`src/hdl/ass_dtf_pkg.sv`:
```
// Package for the subtitle dialogue text filter: character codes, register
// indexes and the types shared by the step logic, the result queue and the top level.
// No dependencies.
package ass_dtf_pkg;

  localparam int unsigned MaxResults = 5;
  localparam int unsigned TailDepth  = 3;
  localparam int unsigned CfgIdxW    = 2;
  localparam int unsigned CfgDataW   = 4;

  localparam logic [CfgIdxW-1:0] CfgHeaderMode   = 2'd0;
  localparam logic [CfgIdxW-1:0] CfgFieldsToSkip = 2'd1;

  localparam logic [7:0] ChColon  = 8'h3A;
  localparam logic [7:0] ChComma  = 8'h2C;
  localparam logic [7:0] ChBslash = 8'h5C;
  localparam logic [7:0] ChN      = 8'h4E;
  localparam logic [7:0] ChLBrace = 8'h7B;
  localparam logic [7:0] ChRBrace = 8'h7D;
  localparam logic [7:0] ChCr     = 8'h0D;
  localparam logic [7:0] ChLf     = 8'h0A;

  localparam logic [3:0] FieldsToSkipReset = 4'd8;

  // Per-line parsing state.
  typedef struct packed {
    logic [3:0] sep;    // commas passed in the header
    logic       colon;  // first colon passed
    logic       brace;  // inside an override block
    logic       bs;     // backslash waiting for its next text byte
    logic [1:0] tcnt;   // held-back text bytes
  } line_state_t;

  typedef logic [TailDepth-1:0][7:0] tail_t;

  typedef struct packed {
    logic [7:0] out_byte;
    logic       byte_valid;
    logic       text_end;
  } res_t;

  typedef res_t [MaxResults-1:0] res_vec_t;

endpackage

```
`src/hdl/ass_dtf_step.sv`:
```
// Combinational per-byte update of the dialogue text filter: header skip, brace
// and escape handling, hold-back tail and end-of-line trim. Uses ass_dtf_pkg.
module ass_dtf_step (
  input  logic                      mode_i,
  input  logic [3:0]                fts_i,
  input  ass_dtf_pkg::line_state_t  state_i,
  input  ass_dtf_pkg::tail_t        tail_i,
  input  logic [7:0]                byte_i,
  input  logic                      last_i,
  output ass_dtf_pkg::line_state_t  state_o,
  output ass_dtf_pkg::tail_t        tail_o,
  output logic [2:0]                res_cnt_o,
  output ass_dtf_pkg::res_vec_t     res_o
);

  ass_dtf_pkg::line_state_t st;
  logic [1:0][7:0] push;
  logic [1:0]      np;
  logic            hdr_colon;
  logic            hdr_field;
  logic [4:0][7:0] tail_x;
  logic [4:0][7:0] seq;
  logic [2:0]      tcnt3;
  logic [2:0]      rel;
  logic [2:0]      len;
  logic [1:0]      e;
  logic [1:0]      m;
  logic [1:0]      n;
  logic [2:0]      rc;
  ass_dtf_pkg::tail_t nt;
  logic            marker;

  always_comb begin
    st        = state_i;
    push      = '0;
    np        = '0;
    hdr_colon = !mode_i && !state_i.colon;
    hdr_field = !hdr_colon && (state_i.sep < fts_i);

    if (hdr_colon) begin
      if (byte_i == ass_dtf_pkg::ChColon) st.colon = 1'b1;
    end else if (hdr_field) begin
      if (byte_i == ass_dtf_pkg::ChComma) st.sep = state_i.sep + 4'd1;
    end else if (state_i.brace) begin
      if (byte_i == ass_dtf_pkg::ChRBrace) st.brace = 1'b0;
    end else if (byte_i == ass_dtf_pkg::ChLBrace) begin
      st.brace = 1'b1;
    end else begin
      if (state_i.bs) begin
        st.bs   = 1'b0;
        push[0] = (byte_i == ass_dtf_pkg::ChN) ? ass_dtf_pkg::ChLf : ass_dtf_pkg::ChBslash;
        np      = 2'd1;
      end
      if (!(state_i.bs && byte_i == ass_dtf_pkg::ChN)) begin
        if (byte_i == ass_dtf_pkg::ChBslash) begin
          st.bs = 1'b1;
        end else begin
          push[np[0]] = byte_i;
          np          = np + 2'd1;
        end
      end
    end

    // A backslash still pending at line end is plain text.
    if (last_i && st.bs) begin
      push[np[0]] = ass_dtf_pkg::ChBslash;
      np          = np + 2'd1;
      st.bs       = 1'b0;
    end

    // Held-back bytes followed by this byte's new text, oldest first.
    tcnt3  = {1'b0, state_i.tcnt};
    tail_x = {16'h0000, tail_i};
    for (int i = 0; i < ass_dtf_pkg::MaxResults; i++) begin
      rel = 3'(i) - tcnt3;
      if (3'(i) < tcnt3) begin
        seq[i] = tail_x[i];
      end else if (rel == 3'd0) begin
        seq[i] = push[0];
      end else begin
        seq[i] = push[1];
      end
    end

    len = tcnt3 + {1'b0, np};
    e   = (len > 3'd3) ? 2'(len - 3'd3) : 2'd0;
    m   = (len > 3'd3) ? 2'd3 : len[1:0];
    for (int j = 0; j < ass_dtf_pkg::TailDepth; j++) begin
      nt[j] = seq[3'(j) + {1'b0, e}];
    end

    // Trailing CR LF trimmed first, then a trailing LF.
    case (m)
      2'd0: n = 2'd0;
      2'd1: n = (nt[0] == ass_dtf_pkg::ChLf) ? 2'd0 : 2'd1;
      2'd2: begin
        if (nt[0] == ass_dtf_pkg::ChCr && nt[1] == ass_dtf_pkg::ChLf) n = 2'd0;
        else if (nt[1] == ass_dtf_pkg::ChLf) n = 2'd1;
        else n = 2'd2;
      end
      default: begin
        if (nt[1] == ass_dtf_pkg::ChCr && nt[2] == ass_dtf_pkg::ChLf) begin
          n = (nt[0] == ass_dtf_pkg::ChLf) ? 2'd0 : 2'd1;
        end else if (nt[2] == ass_dtf_pkg::ChLf) begin
          n = 2'd2;
        end else begin
          n = 2'd3;
        end
      end
    endcase

    if (!last_i) rc = {1'b0, e};
    else if (n == 2'd0) rc = {1'b0, e} + 3'd1;
    else rc = {1'b0, e} + {1'b0, n};

    for (int i = 0; i < ass_dtf_pkg::MaxResults; i++) begin
      marker              = last_i && (n == 2'd0) && (3'(i) == {1'b0, e});
      res_o[i].out_byte   = marker ? 8'h00 : seq[i];
      res_o[i].byte_valid = !marker;
      res_o[i].text_end   = last_i && (3'(i) == rc - 3'd1);
    end

    st.tcnt = m;
    if (last_i) st = '0;
  end

  assign state_o   = st;
  assign tail_o    = nt;
  assign res_cnt_o = rc;

endmodule

```
`src/hdl/ass_dtf_resq.sv`:
```
// Result queue of the dialogue text filter: loads all results of one byte at
// once and hands them out one transfer at a time. Uses ass_dtf_pkg.
module ass_dtf_resq (
  input  logic                   clk_i,
  input  logic                   rst_ni,
  input  logic                   load_i,
  input  logic [2:0]             load_cnt_i,
  input  ass_dtf_pkg::res_vec_t  load_vec_i,
  input  logic                   out_stall_i,
  output logic                   out_valid_o,
  output ass_dtf_pkg::res_t      head_o,
  output logic                   can_load_o
);

  ass_dtf_pkg::res_vec_t ent_q, ent_d;
  logic [2:0]            cnt_q, cnt_d;
  logic                  pop;

  assign out_valid_o = (cnt_q != 3'd0);
  assign pop         = out_valid_o && !out_stall_i;
  assign can_load_o  = (cnt_q == 3'd0) || (cnt_q == 3'd1 && pop);
  assign head_o      = ent_q[0];

  always_comb begin
    ent_d = ent_q;
    cnt_d = cnt_q;
    if (load_i) begin
      ent_d = load_vec_i;
      cnt_d = load_cnt_i;
    end else if (pop) begin
      for (int i = 0; i < ass_dtf_pkg::MaxResults - 1; i++) begin
        ent_d[i] = ent_q[i+1];
      end
      cnt_d = cnt_q - 3'd1;
    end
  end

  always_ff @(posedge clk_i or negedge rst_ni) begin
    if (!rst_ni) begin
      cnt_q <= 3'd0;
    end else begin
      cnt_q <= cnt_d;
    end
  end

  always_ff @(posedge clk_i) begin
    ent_q <= ent_d;
  end

`ifndef SYNTHESIS
  a_cnt_bound: assert property (@(posedge clk_i) disable iff (!rst_ni)
    cnt_q <= 3'(ass_dtf_pkg::MaxResults))
    else $error("result queue count out of range");

  a_pop_dec: assert property (@(posedge clk_i) disable iff (!rst_ni)
    pop && !load_i |=> cnt_q == $past(cnt_q) - 3'd1)
    else $error("result queue did not shrink on transfer");
`endif

endmodule

```
`src/hdl/ass_dialogue_text_filter_core.sv`:
```
// Dialogue text filter: the first result of a byte is offered in the cycle after its transfer.
// One byte per cycle while each byte yields at most one result and the receiver does not stall;
// a byte with more results (up to two inside a line, five at line end) admits the next byte as
// its last result leaves the result queue, which hands out one result per cycle unless stalled.
// Reset (rst_ni, asynchronous, active low) clears the line state and result queue and sets
// header_mode to 0 and fields_to_skip to 8; held-back text bytes are not reset.
module ass_dialogue_text_filter_core (
  input  logic                               clk_i,
  input  logic                               rst_ni,
  // Configuration write channel
  input  logic                               cfg_valid_i,
  output logic                               cfg_ready_o,
  input  logic [ass_dtf_pkg::CfgIdxW-1:0]    cfg_index_i,
  input  logic [ass_dtf_pkg::CfgDataW-1:0]   cfg_data_i,
  // Input byte channel
  input  logic                               in_valid_i,
  output logic                               in_stall_o,
  input  logic [7:0]                         in_byte_i,
  input  logic                               line_end_i,
  // Result channel
  output logic                               out_valid_o,
  input  logic                               out_stall_i,
  output logic [7:0]                         out_byte_o,
  output logic                               byte_valid_o,
  output logic                               text_end_o
);

  // Configuration registers. Writes are always taken; an unknown index is ignored.
  logic       mode_q, mode_d;
  logic [3:0] fts_q, fts_d;

  assign cfg_ready_o = 1'b1;

  always_comb begin
    mode_d = mode_q;
    fts_d  = fts_q;
    if (cfg_valid_i) begin
      unique case (cfg_index_i)
        ass_dtf_pkg::CfgHeaderMode:   mode_d = cfg_data_i[0];
        ass_dtf_pkg::CfgFieldsToSkip: fts_d  = cfg_data_i;
        default: ;
      endcase
    end
  end

  always_ff @(posedge clk_i or negedge rst_ni) begin
    if (!rst_ni) begin
      mode_q <= 1'b0;
      fts_q  <= ass_dtf_pkg::FieldsToSkipReset;
    end else begin
      mode_q <= mode_d;
      fts_q  <= fts_d;
    end
  end

  // Line state and the three held-back text bytes. The hold-back lets the
  // trailing CR LF / LF trim happen once the end of the line is seen.
  ass_dtf_pkg::line_state_t line_q, line_d;
  ass_dtf_pkg::tail_t       tail_q, tail_d;
  logic                     in_xfer;
  logic                     can_load;
  logic [2:0]               res_cnt;
  ass_dtf_pkg::res_vec_t    res_vec;
  ass_dtf_pkg::res_t        head;

  // A byte is taken whenever the result queue is empty or its last entry
  // leaves in this very cycle, so single-result bytes stream at full rate.
  assign in_stall_o = !can_load;
  assign in_xfer    = in_valid_i && can_load;

  ass_dtf_step u_step (
    .mode_i    (mode_q),
    .fts_i     (fts_q),
    .state_i   (line_q),
    .tail_i    (tail_q),
    .byte_i    (in_byte_i),
    .last_i    (line_end_i),
    .state_o   (line_d),
    .tail_o    (tail_d),
    .res_cnt_o (res_cnt),
    .res_o     (res_vec)
  );

  always_ff @(posedge clk_i or negedge rst_ni) begin
    if (!rst_ni) begin
      line_q <= '0;
    end else if (in_xfer) begin
      line_q <= line_d;
    end
  end

  // Held-back bytes are only read below the fill count, so they need no reset.
  always_ff @(posedge clk_i) begin
    if (in_xfer) begin
      tail_q <= tail_d;
    end
  end

  // The queue parts the input side from the result side: it keeps the
  // results of one byte and delivers them one per cycle unless stalled.
  ass_dtf_resq u_resq (
    .clk_i       (clk_i),
    .rst_ni      (rst_ni),
    .load_i      (in_xfer),
    .load_cnt_i  (res_cnt),
    .load_vec_i  (res_vec),
    .out_stall_i (out_stall_i),
    .out_valid_o (out_valid_o),
    .head_o      (head),
    .can_load_o  (can_load)
  );

  assign out_byte_o   = head.out_byte;
  assign byte_valid_o = head.byte_valid;
  assign text_end_o   = head.text_end;

`ifndef SYNTHESIS
  a_line_end_result: assert property (@(posedge clk_i) disable iff (!rst_ni)
    in_xfer && line_end_i |=> out_valid_o)
    else $error("line end produced no result");

  a_line_end_clear: assert property (@(posedge clk_i) disable iff (!rst_ni)
    in_xfer && line_end_i |=> line_q == '0)
    else $error("line state not cleared after line end");

  a_marker_form: assert property (@(posedge clk_i) disable iff (!rst_ni)
    out_valid_o && !byte_valid_o |-> text_end_o && out_byte_o == 8'h00)
    else $error("malformed bare end marker");
`endif

endmodule

```
`config.mk`:
```
export PLATFORM = sky130hd
export DESIGN_NAME = ass_dialogue_text_filter_core
export DESIGN_NICKNAME = d
export VERILOG_FILES = /design/src/hdl/ass_dtf_pkg.sv /design/src/hdl/ass_dtf_step.sv /design/src/hdl/ass_dtf_resq.sv /design/src/hdl/ass_dialogue_text_filter_core.sv
export SDC_FILE = /design/constraint.sdc
export NUM_CORES = 1
export LEC_CHECK = 0
export BUFFER_PORTS_ARGS = -buffer_cell sky130_fd_sc_hd__buf_2
export CAP_MARGIN = 0
export CORE_ASPECT_RATIO = 1.75
export CORE_MARGIN = 2
export CORE_UTILIZATION = 58
export CTS_BUF_LIST = sky130_fd_sc_hd__clkbuf_2 sky130_fd_sc_hd__clkbuf_4 sky130_fd_sc_hd__clkbuf_8
export CTS_CLUSTER_SIZE = 30
export DETAILED_ROUTE_END_ITERATION = 7
export PLACE_DENSITY = 0.88
export RECOVER_POWER = 50
export SLEW_MARGIN = 10
export SYNTH_ARGS = -nofsm -noshare
export SYNTH_HDL_FRONTEND = slang
export SYNTH_SLANG_ARGS = --single-unit
```
`constraint.sdc`:
```
create_clock -name clk_i -period 7.2 [get_ports clk_i]
set_clock_uncertainty 0.05 [all_clocks]
set_input_delay 0 -clock clk_i [delete_from_list [all_inputs] [get_ports clk_i]]
set_output_delay 0 -clock clk_i [all_outputs]
set_load 0.1 [all_outputs]
```
# == Word level (Yosys, flattened, before mapping) ==
# Index checks and enable logic that the tools add are counted.
# W data, S select, Z words.
# word_totals
ff_bits,90
input_bits,20
# op_classes
add_sub_neg,15
magnitude_cmp,13
eq_ne,24
n_mux,79
n_bitwise,3
n_reduce_logical,53
# ops
operator,count
$mux W8,23
$mux W16,7
$mux W40,2
$bmux W8 S3,2
$eq A8 B4 Y1 const B,5
$mux W2,18
$eq A8 B7 Y1 const B,4
$logic_and A1 B1 Y1,21
$logic_not A3 Y1,7
$bmux W8 S2,1
$bwmux W16,1
$demux W8 S1,2
$eq A8 B6 Y1 const B,2
$mux W1,13
$mux W3,4
$mux W4,3
$reduce_bool A2 Y1,5
$logic_not A1 Y1,9
$mux W9,1
$and A8 B8 Y8,1
$logic_not A2 Y1,4
$lt A3 B4 Y1 const B,2
$not A8 Y8,1
$or A8 B8 Y8,1
34 further kinds,48

# == Longest topological paths before layout ==
# Gate-level depths: netlist of the first run.
# logic_depth
ltp_word,35
mapped_depth,33
mapped_depth_nobuf,29

# == Hierarchy ==
# From an unflattened synthesis of the first run, not the netlist that was laid out.
# unflattened
cells_unflattened,795
hier_area_um2,7347.0
# modules_own_cells
mod,instances,cells_per_inst,area_each_um2
ass_dtf_step,1,603,3646.0
ass_dtf_resq,1,133,2398.6
ass_dialogue_text_filter_core,1,59,1302.5

# == Least setup slack after synthesis of the first run ==
# OpenSTA, ideal clock, no wires.
# synth_timing
path_kind,flip-flop to flip-flop
start,reg fts_q[3]
end,"reg u_resq.ent_q[10] in the netlist's numbering, data pin"
arrival_time_ns,7.500
slack_ns,-0.609
stages_incl_launch_ff,33
path_buffers,5
cell_sequence,dfstp_2 inv_1 ha_1 o21ai_0 nor2b_1 clkbuf_1 nor3_1 clkbuf_1 nor2_1 a21oi_1 o22ai_1 ha_1 fa_1 ha_1 nand3b_1 a21boi_0 clkbuf_1 ha_1 clkbuf_1 o21a_1 a211oi_1 o21ai_0 nor4_1 nand4b_1 nor4_1 a221oi_2 a31oi_1 buf_2 ha_1 fa_1 inv_1 nor4_1 a211o_1
# synth_rtl
element,line,source
start: declaration,ass_dialogue_text_filter_core.sv:30,"logic [3:0] fts_q, fts_d;"
start signal: assignment,ass_dialogue_text_filter_core.sv:49,fts_q <= ass_dtf_pkg::FieldsToSkipReset;
start signal: assignment,ass_dialogue_text_filter_core.sv:52,fts_q <= fts_d;
end signal: assignment,ass_dtf_resq.sv:47,ent_q <= ent_d;
end: declaration,ass_dtf_resq.sv:15,"ass_dtf_pkg::res_vec_t ent_q, ent_d;"

==> flow_metrics.tcl, run 1 <==
set metrics [dict create \
    power_mw 2.30 \
    grt_pass1_wl_mm 35.8 \
    leakage_nw 2.68 \
    h-tree-depth 3 \
    reg2reg_slack_ns 0.31 \
    run_status "complete, but fails checks" \
    clock_latency_ns 0.39 \
    areaGrowthSynthToFinish_pct 9.76 \
    relSlewSlack -1.23 \
    p_per_area_mw_per_mm2 318 \
    min_period_ns 6.89 \
    ys_seq_elements 90 \
    layout.nets 820 \
    die_w_um 84.6 \
    synthCells 754 \
    clkTransAtPathRegs_ns 0.10 \
    cpMaxStageDelayCell "fa_1" \
    die_area_mm2 0.0123 \
    drc 0 \
    clock_path_buffers 2 \
    setup_violations 0 \
    yosys-top-cells-area "edfxtp_1 (33%), dfrtp_1 (6.1%), nor2_1 (5.3%), nand2_1 (4.8%), a21oi_1 (3.5%)" \
    regToRegEndpoint "u_resq.ent_q[10]$_DFFE_PP_" \
    ys_dominant_reg_cell "edfxtp_1" \
    num_vias 6670 \
    critPathLaunch "fts_q[3]$_DFFE_PN1P_" \
    hold_start "cfg_valid_i" \
    worst_slew_pin_slew_ns 3.35 \
    yosysTopAreaCellShare 0.333 \
    start_kind "flop" \
    synth_warnings 0 \
    hold_viol 0 \
    critPathMaxFanout 9 \
    maxCapViolations 3 \
    ant_nets 0 \
    synth_edf_count 73 \
    fp.coreArea_mm2 0.0111 \
    slowest_delay_ns 0.58 \
    wl_mm 23.3 \
    r2r_cells 26 \
    cts_buffers 9 \
    path_delay_family "compound AO/OA/AOI/OAI gates" \
    avgRoutedWirePerCell_um 25.4 \
    fmax_mhz 145 \
    cts_tree "yes" \
    ios 33 \
    clock_sinks 90 \
    yosysMostFrequentCell "nor2_1" \
    vias_per_cell 7.25 \
    path_depth 26 \
    crit_path_end_kind "flop" \
    overflow 0 \
    crit_type "flop to flop" \
    synth_common_cells "nor2_1 (93), nand2_1 (85), edfxtp_1 (73)" \
    first_iter_violations 752 \
    start_util 0.594 \
    n_antenna_cell 0 \
    cts_root_buffer "clkbuf_8" \
    finalCritPeriodShare 0.957 \
    final_layout_size_suffix_gt1_frac 0.129 \
    hold_path.class "primary input to flop" \
    first_global_vias 6511 \
    required_ns 7.40 \
    synth_cell_types 88 \
    postSynth.asyncResetShare 0.189 \
    violations "capacitance limit, slew limit" \
    dr.pass1.iters 6 \
    gp_congestion 1.01 \
    syn_avg_cell_area_um2 8.74 \
    seq_area_frac_synth 0.397 \
    final_max_slew_viol_count 132 \
    crit_end "u_resq.ent_q[10]$_DFFE_PP_" \
    cp.buffers_inverters 3 \
    arrival_ns 7.09 \
    dp_hpwl_mm 17.4 \
    syn_nets 791 \
    synth_top_area_cell "edfxtp_1" \
    vdd_drop_max_mv 0.346 \
    rows 51 \
    antenna_found_initial 0 \
    rsz0062_at_grt "false" \
    fin_tns_setup_ns 0 \
    track_usage 0.377 \
    grt_max_degree 63 \
    timing.rr.start "fts_q[3]$_DFFE_PN1P_" \
    fp.dieH_um 145 \
    portBuffers 31 \
    synth_area_mm2 0.00659 \
]
-- how the worst min path moves through the flow --
| stage | cells past startpoint | slack [ns] | to |
|---|---|---|---|
| final | 3 | 0.06 | fts_q[1]$_DFFE_PN0P_ |
| after global routing | 2 | 0.08 | line_q[6]$_DFFE_PN0P_ |
| after CTS | 2 | 0.03 | line_q[4]$_DFFE_PN0P_ |
| after detailed placement | 1 | -0.09 | line_q[4]$_DFFE_PN0P_ |
| after global placement | 1 | -0.09 | line_q[4]$_DFFE_PN0P_ |
| after floorplan | 0 | -0.35 | fts_q[0]$_DFFE_PN0P_ |
-- cells by family after synthesis --
| logic type | synth area share |
|---|---|
| XOR/XNOR | 0.0120 |
| buffers and inverters | 0.0632 |
| adder cells (fa/ha/maj) | 0.0345 |
| AND/OR/NAND/NOR | 0.214 |
| flip-flops | 0.397 |
| other | 0.000569 |
| AO/OA/AOI/OAI | 0.266 |
| multiplexers | 0.0129 |
-- cell type report --
cell class	count	area (um^2)
clock buffer	9	124
clock inverter	7	108
fill	964	3870
inverter	32	120
multi-input combinational	568	3570
sequential	90	2620
tap	132	165
timing repair buffer	82	526
-- where the power goes --
part	internal (mW)	total (mW)	switching, mW
clock network	0.203	0.413	0.210
registers	0.779	0.834	0.0545
logic	0.259	1.05	0.793
-- per-stage QoR --
step	instances	setup slack (ns)	utilization	hold slack [ns]	instance area, um^2
after detailed placement	896	0.0160	0.626	-0.0882	6950
after global routing	920	0.0164	0.652	0.0834	7230
final	920	0.308	0.652	0.0560	7230
after global placement	896	0.168	0.626	-0.0936	6950
after CTS	920	0.204	0.654	0.0335	7260
after floorplan	754	0.00758	-	-0.346	6610
-- timing repair --
action	in CTS	in global routing
setup endpoints to repair	0	25
gates resized for setup	0	7
hold buffers	8	0
buffers inserted	0	0
hold endpoints to repair	23	0
-- layer usage --
metal | track usage | share of wire | vias up
met1 | 0.424 | 0.34 | 3159
met3 | 0.0620 | 0.075 | 144
met4 | 0.266 | 0.089 | 0
li1 | - | - | 2910
met5 | 0 | 0 | -
met2 | 0.635 | 0.49 | 457
-- state kept, by name, summed over array words and instances, names as in the netlist --
signal / flops
u_resq.ent_q: 39
tail_q: 24
u_resq.head_o: 10
line_q: 9
fts_q: 4
u_resq.cnt_q: 3
mode_q: 1
-- worst min-delay path: cells and delay by family --
family,cells,cell delay (ns)
mux,1,0.18
simple gates,1,0.18
buf+inv,1,0.10
-- placed cells by master, fill, tap and decap left out, types with 7 or more instances in the layout --
cell type,count
nand2_1,84
nand3_1,14
a31oi_1,30
a22oi_1,8
o31ai_1,8
nor3_1,18
edfxtp_1,73
dlygate4sd3_1,8
o211ai_1,11
ha_1,15
a21oi_1,45
a211oi_1,13
nor4_1,7
o21ai_0,33
dfrtp_1,16
a211o_1,7
nor2b_1,11
clkbuf_8,9
clkbuf_1,18
buf_4,39
nor2_1,94
buf_2,17
inv_1,31
No activity file was read; power rests on OpenSTA's default activity.
==> run 2: changes to the inputs <==
--- a/config.mk
+++ b/config.mk
@@ -5,16 +5,18 @@
 export SDC_FILE = /design/constraint.sdc
 export NUM_CORES = 1
 export LEC_CHECK = 0
-export BUFFER_PORTS_ARGS = -buffer_cell sky130_fd_sc_hd__buf_2
 export CAP_MARGIN = 0
 export CORE_ASPECT_RATIO = 1.75
 export CORE_MARGIN = 2
-export CORE_UTILIZATION = 58
+export CORE_UTILIZATION = 60
 export CTS_BUF_LIST = sky130_fd_sc_hd__clkbuf_2 sky130_fd_sc_hd__clkbuf_4 sky130_fd_sc_hd__clkbuf_8
 export CTS_CLUSTER_SIZE = 30
 export DETAILED_ROUTE_END_ITERATION = 7
+export DONT_BUFFER_PORTS = 1
 export PLACE_DENSITY = 0.88
 export RECOVER_POWER = 50
+export REMOVE_ABC_BUFFERS = 1
+export SKIP_LAST_GASP = 1
 export SLEW_MARGIN = 10
 export SYNTH_ARGS = -nofsm -noshare
 export SYNTH_HDL_FRONTEND = slang
==> run 2 against run 1 <==
Against the previous run:
- the run still ends with capacitance limit, slew limit left
- via count down 1.1%
- register-to-register slack worse by 0.02 ns
- maximum frequency shrank 1.3%
- hold slack got worse by 0.020 ns
- die area down 3.2%
- global-route usage grew 0.64 points
- first-iteration DRC count up 17%
- non-clock buffer count down 18
- sequential cell count did not move
==> flow_metrics.tcl, run 2 (synthesis gave the netlist of run 1 again) <==
set metrics [dict create \
    setup_violations 0 \
    ios 33 \
    fp.dieH_um 143 \
    critPathMaxFanout 12 \
    die_w_um 83.2 \
    fmax_mhz 143 \
    hold_viol 0 \
    slowest_delay_ns 0.57 \
    clock_latency_ns 0.38 \
    critical_path.most_common_cell "ha_1" \
    num_vias 6598 \
    relSlewSlack -1.22 \
    largest-register "u_resq.ent_q" \
    crit_path_end_kind "flop" \
    run_status "complete, but fails checks" \
    h-tree-depth 3 \
    final_layout_size_suffix_gt1_frac 0.118 \
    largest_reg_flops 39 \
    first_global_vias 6206 \
    hold_path.class "primary input to flop" \
    overflow 0 \
    rows 50 \
    start_kind "primary input" \
    final_common_cell "nor2_1" \
    dr.pass1.iters 6 \
    clock_sinks 90 \
    track_usage 0.383 \
    first_iter_violations 878 \
    dp_hpwl_mm 16.6 \
    cts_buffers 9 \
    cts_root_buffer "clkbuf_8" \
    final_cells 900 \
    final_max_slew_viol_count 172 \
    drc 0 \
    n_antenna_cell 0 \
    crit_type "primary input to flop" \
    antenna_found_initial 1 \
    required_ns 7.27 \
    p_per_area_mw_per_mm2 309 \
    vdd_drop_max_mv 0.319 \
    worst_slew_pin_slew_ns 3.34 \
    cts_tree "yes" \
    min_period_ns 6.98 \
    grt_max_degree 63 \
    maxCapViolations 4 \
    arrival_ns 7.05 \
    grt_pass1_wl_mm 34.6 \
    avgRoutedWirePerCell_um 25.7 \
    vias_per_cell 7.33 \
    fp.coreArea_mm2 0.0107 \
    fin_tns_setup_ns 0 \
    wl_mm 23.2 \
    leakage_nw 2.64 \
    die_area_mm2 0.0119 \
    portBuffers 0 \
    violations "capacitance limit, slew limit" \
    areaGrowthSynthToFinish_pct 8.88 \
    layout_common_cells "nor2_1 (91), nand2_1 (83), edfxtp_1 (73)" \
    dp_cells 865 \
    clkTransAtPathRegs_ns 0.11 \
    gp_congestion 1.07 \
    cpMaxStageDelayCell "or4_1" \
    fillers 895 \
    finalCritPeriodShare 0.970 \
    clock_path_buffers 2 \
    start_util 0.616 \
    layout.nets 802 \
    ant_nets 0 \
]
==> run 2: changes by cell type in the layout (fill, tap and decap cells not counted), moves of 3 or more <==
cell / before / now
buf_2: 17 / 0
clkbuf_1: 18 / 3
dlygate4sd3_1: 8 / 18
buf_4: 39 / 43
nor2_1: 94 / 91
nor2_2: 1 / 4
==> run 2: critical path, delay by kind of cell <==
kind            cells  cell delay [ns]
fa+ha+maj           5             1.73
simple gates       10             2.49
buf+inv             2             0.62
xor+xnor            1             0.18
compound gates      8             2.00
==> run 2: per-stage QoR <==
step	hold slack, ns	instance area, um^2	setup WS, ns	utilization	power [mW]
2_1_floorplan	-0.346	6290	-1.33	-	1.56
3_3_place_gp	-0.345	6800	0.427	0.636	1.78
3_5_place_dp	-0.345	6800	0.0824	0.636	1.82
4_1_cts	0.0207	7180	0.0295	0.671	2.17
5_1_grt	0.0442	7180	-0.0575	0.671	2.29
6_report	0.0358	7180	0.219	0.671	2.21
==> run 2: repair_timing <==
| action | in CTS | in global routing |
|---|---|---|
| hold endpoints to repair | 39 | 0 |
| gates resized for setup | 0 | 10 |
| setup endpoints to repair | 0 | 6 |
| setup buffers | 0 | 1 |
| hold buffers | 18 | 0 |
==> run 2: final cells by class <==
class	count	area, um^2	area share
timing repair buffer	64	514	0.0717
tap	130	163	0.0227
inverter	32	120	0.0167
clock inverter	7	72.6	0.0101
sequential	90	2620	0.365
multi-input combinational	568	3560	0.497
clock buffer	9	124	0.0173
==> run 2: layer usage <==
metal | track usage | wire length [um]
met1 | 0.431 | 8050
met3 | 0.0543 | 1790
met4 | 0.258 | 1850
met2 | 0.671 | 11500
met5 | 0 | 0
==> run 2: worst paths after layout <==
path	startpoint	end	slack, ns	cells after the start
worst min-delay path	in_byte_i[0]	u_resq.ent_q[32]$_DFFE_PP_	0.04	3
worst min register to register	fts_q[0]$_DFFE_PN0P_	fts_q[0]$_DFFE_PN0P_	0.46	1
min in group asynchronous	rst_ni	mode_q$_DFFE_PN0P_	0.17	1
max in group asynchronous	rst_ni	line_q[1]$_DFFE_PN0P_	6.33	1
worst max-delay path	in_byte_i[0]	u_resq.ent_q[20]$_DFFE_PP_	0.22	26
worst max register to register	fts_q[3]$_DFFE_PN1P_	u_resq.ent_q[20]$_DFFE_PP_	0.29	26
==> run 2: report_power, final <==
part	internal (mW)	switching, mW
sequential	0.786	0.249
combinational	0.249	0.581
clock	0.136	0.214
total	1.17	1.04
==> run 3: changes to the inputs <==
==> constraint.sdc (replaced) <==
create_clock -name clk_i -period 6.18 [get_ports clk_i]
set_clock_uncertainty 0.05 [all_clocks]
set_input_delay 0 -clock clk_i [delete_from_list [all_inputs] [get_ports clk_i]]
set_output_delay 0 -clock clk_i [all_outputs]
set_load 0.1 [all_outputs]
==> run 3 against run 2 <==
Against the previous run:
- non-clock buffer count is 70 higher
- clock power is 23% higher
- sequential share of layout area is 3.9 points lower
- utilization is 7.9 points higher
- hold slack worse by 0.0084 ns
- sequential power is 15% higher
- wire length is 7.7% higher
- critical endpoint is now u_resq.ent_q[10]$_DFFE_PP_
- die area stayed put
- final area is 12% higher
- the run ends with setup timing left
- count of clock-buffer cells in the layout stayed put
- via count is 4.9% higher
==> flow_metrics.tcl, run 3 (synthesis gave the netlist of run 1 again) <==
set metrics [dict create \
    run_status "complete, but fails checks" \
    violations "setup timing" \
    required_ns 6.28 \
    start_util 0.616 \
    ant_nets 0 \
    ios 33 \
    relSlewSlack 0.285 \
    final_max_slew_viol_count 0 \
    hold_path.class "primary input to flop" \
    die_area_mm2 0.0119 \
    fmax_mhz 158 \
    vias_per_cell 7.14 \
    dp_cells 918 \
    hold_viol 0 \
    h-tree-depth 3 \
    setup_violations 6 \
    clock_sinks 90 \
    n_antenna_cell 0 \
    multi_input_area_mm2 0.00381 \
    fp.coreArea_mm2 0.0107 \
    portBuffers 0 \
    largest_reg_flops 39 \
    critical_path.most_common_cell "buf_4" \
    worst_slew_pin_slew_ns 1.07 \
    cts_buffers 9 \
    final_cells 970 \
    cp.buffers_inverters 6 \
    fillers 743 \
    p_per_area_mw_per_mm2 342 \
    dp_hpwl_mm 17.6 \
    swShare 0.462 \
    antenna_found_initial 0 \
    areaGrowthSynthToFinish_pct 21.8 \
    path_delay_family "adder cells" \
    maxCapViolations 0 \
    final_common_cell "buf_4" \
    crit_path_end_kind "flop" \
    clock_latency_ns 0.39 \
    placed_cell_area_mm2 0.00721 \
    critPathMaxFanout 6 \
    grt_max_degree 63 \
    cts_tree "yes" \
    dr.pass1.iters 5 \
    rows 50 \
    drc 0 \
    start_kind "flop" \
    finalCritPeriodShare 1.02 \
    crit_type "flop to flop" \
    cpMaxStageDelayCell "fa_2" \
    overflow 0 \
    layout_common_cells "buf_4 (103), nor2_1 (87), nand2_1 (81)" \
    arrival_ns 6.43 \
    rsz0062_at_grt "true" \
    slowest_delay_ns 0.58 \
    wl_mm 24.9 \
    grt_pass1_wl_mm 37.9 \
    regArea_mm2 0.00262 \
    num_vias 6923 \
    power_switching_mw 1.27 \
    clock_power_share 0.156 \
    leakage_nw 3.05 \
    clkTransAtPathRegs_ns 0.10 \
    finalWorstSetupSlack_ns -0.148 \
    layout.nets 872 \
    min_period_ns 6.33 \
    p_seq_frac 0.437 \
    internal-power_mw 1.48 \
    design_area_mm2 0.00803 \
    largest-register "u_resq.ent_q" \
    clock_path_buffers 2 \
    fp.dieH_um 143 \
    p_comb_frac 0.407 \
    cts_root_buffer "clkbuf_8" \
    vdd_drop_max_mv 0.497 \
    first_iter_violations 1036 \
    final_layout_size_suffix_gt1_frac 0.248 \
    track_usage 0.420 \
    die_w_um 83.2 \
    avgRoutedWirePerCell_um 25.7 \
    gp_congestion 1.08 \
    fin_tns_setup_ns -0.693 \
    holdWs_ns 0.0274 \
    first_global_vias 6878 \
]
==> run 3: changes by cell type in the layout (fill, tap and decap cells not counted), moves of 4 or more <==
cell / change
o21ai_0: -6
nor2_1: -4
inv_2: +4
o21ai_1: +4
a221oi_1: -4
inv_1: -4
ha_1: -5
a221oi_2: +4
buf_4: +60
buf_6: +11
==> run 3: routing by layer <==
layer	share of wire	global-route usage
met1	0.34	0.470
met2	0.48	0.700
met3	0.090	0.0821
met4	0.087	0.324
met5	0	0
==> run 3: final timing paths <==
kind / start / to / slack, ns / cells past startpoint
hold / removal: in_byte_i[2] / line_q[3]$_DFFE_PN0P_ / 0.03 / 4
setup reg to reg: line_q[6]$_DFFE_PN0P_ / u_resq.ent_q[10]$_DFFE_PP_ / -0.15 / 29
min in group asynchronous: rst_ni / line_q[3]$_DFFE_PN0P_ / 0.14 / 1
setup / recovery: line_q[6]$_DFFE_PN0P_ / u_resq.ent_q[10]$_DFFE_PP_ / -0.15 / 29
max in group asynchronous: rst_ni / line_q[8]$_DFFE_PN0P_ / 5.36 / 1
hold reg to reg: fts_q[0]$_DFFE_PN0P_ / fts_q[0]$_DFFE_PN0P_ / 0.48 / 1
==> run 3: power groups by stage <==
stage | sequential, mW | clock [mW] | combinational, mW
floorplan | 1.20 | 0 | 0.616
global placement | 1.20 | 0 | 0.951
detailed placement | 1.21 | 0 | 0.978
CTS | 1.20 | 0.426 | 1.04
global route | 1.21 | 0.448 | 1.18
finish | 1.20 | 0.430 | 1.12
==> run 3: final cells by class <==
| class | instances | share of cell area |
|---|---|---|
| multi-input cells | 568 | 0.475 |
| flip-flops and latches | 90 | 0.326 |
| repair buffers | 134 | 0.138 |
| well taps | 130 | 0.0203 |
| inverters | 32 | 0.0156 |
| clock buffers | 9 | 0.0154 |
| clock inverters | 7 | 0.00951 |
==> run 3: worst reg2reg max path, delay by kind of cell (launching register included) <==
kind | cells | cell delay [ns]
fa+ha+maj | 7 | 2.17
compound gates | 10 | 1.64
simple gates | 6 | 1.08
buf+inv | 6 | 0.74
flops | 1 | 0.41
==> run 3: per-stage QoR <==
step | power, mW | worst slack [ns] | utilization
2_1_floorplan | 1.82 | -2.35 | -
3_3_place_gp | 2.15 | -0.648 | 0.674
3_5_place_dp | 2.19 | -0.814 | 0.674
4_1_cts | 2.67 | -0.0451 | 0.736
5_1_grt | 2.84 | -0.400 | 0.750
6_report | 2.75 | -0.148 | 0.750
==> run 3: repair_timing <==
action	in CTS	in global routing
hold endpoints to repair	39	0
setup endpoints to repair	44	44
gates cloned	0	0
setup buffers	14	6
resized for setup	48	31
hold buffers	19	0
pin swaps	31	12
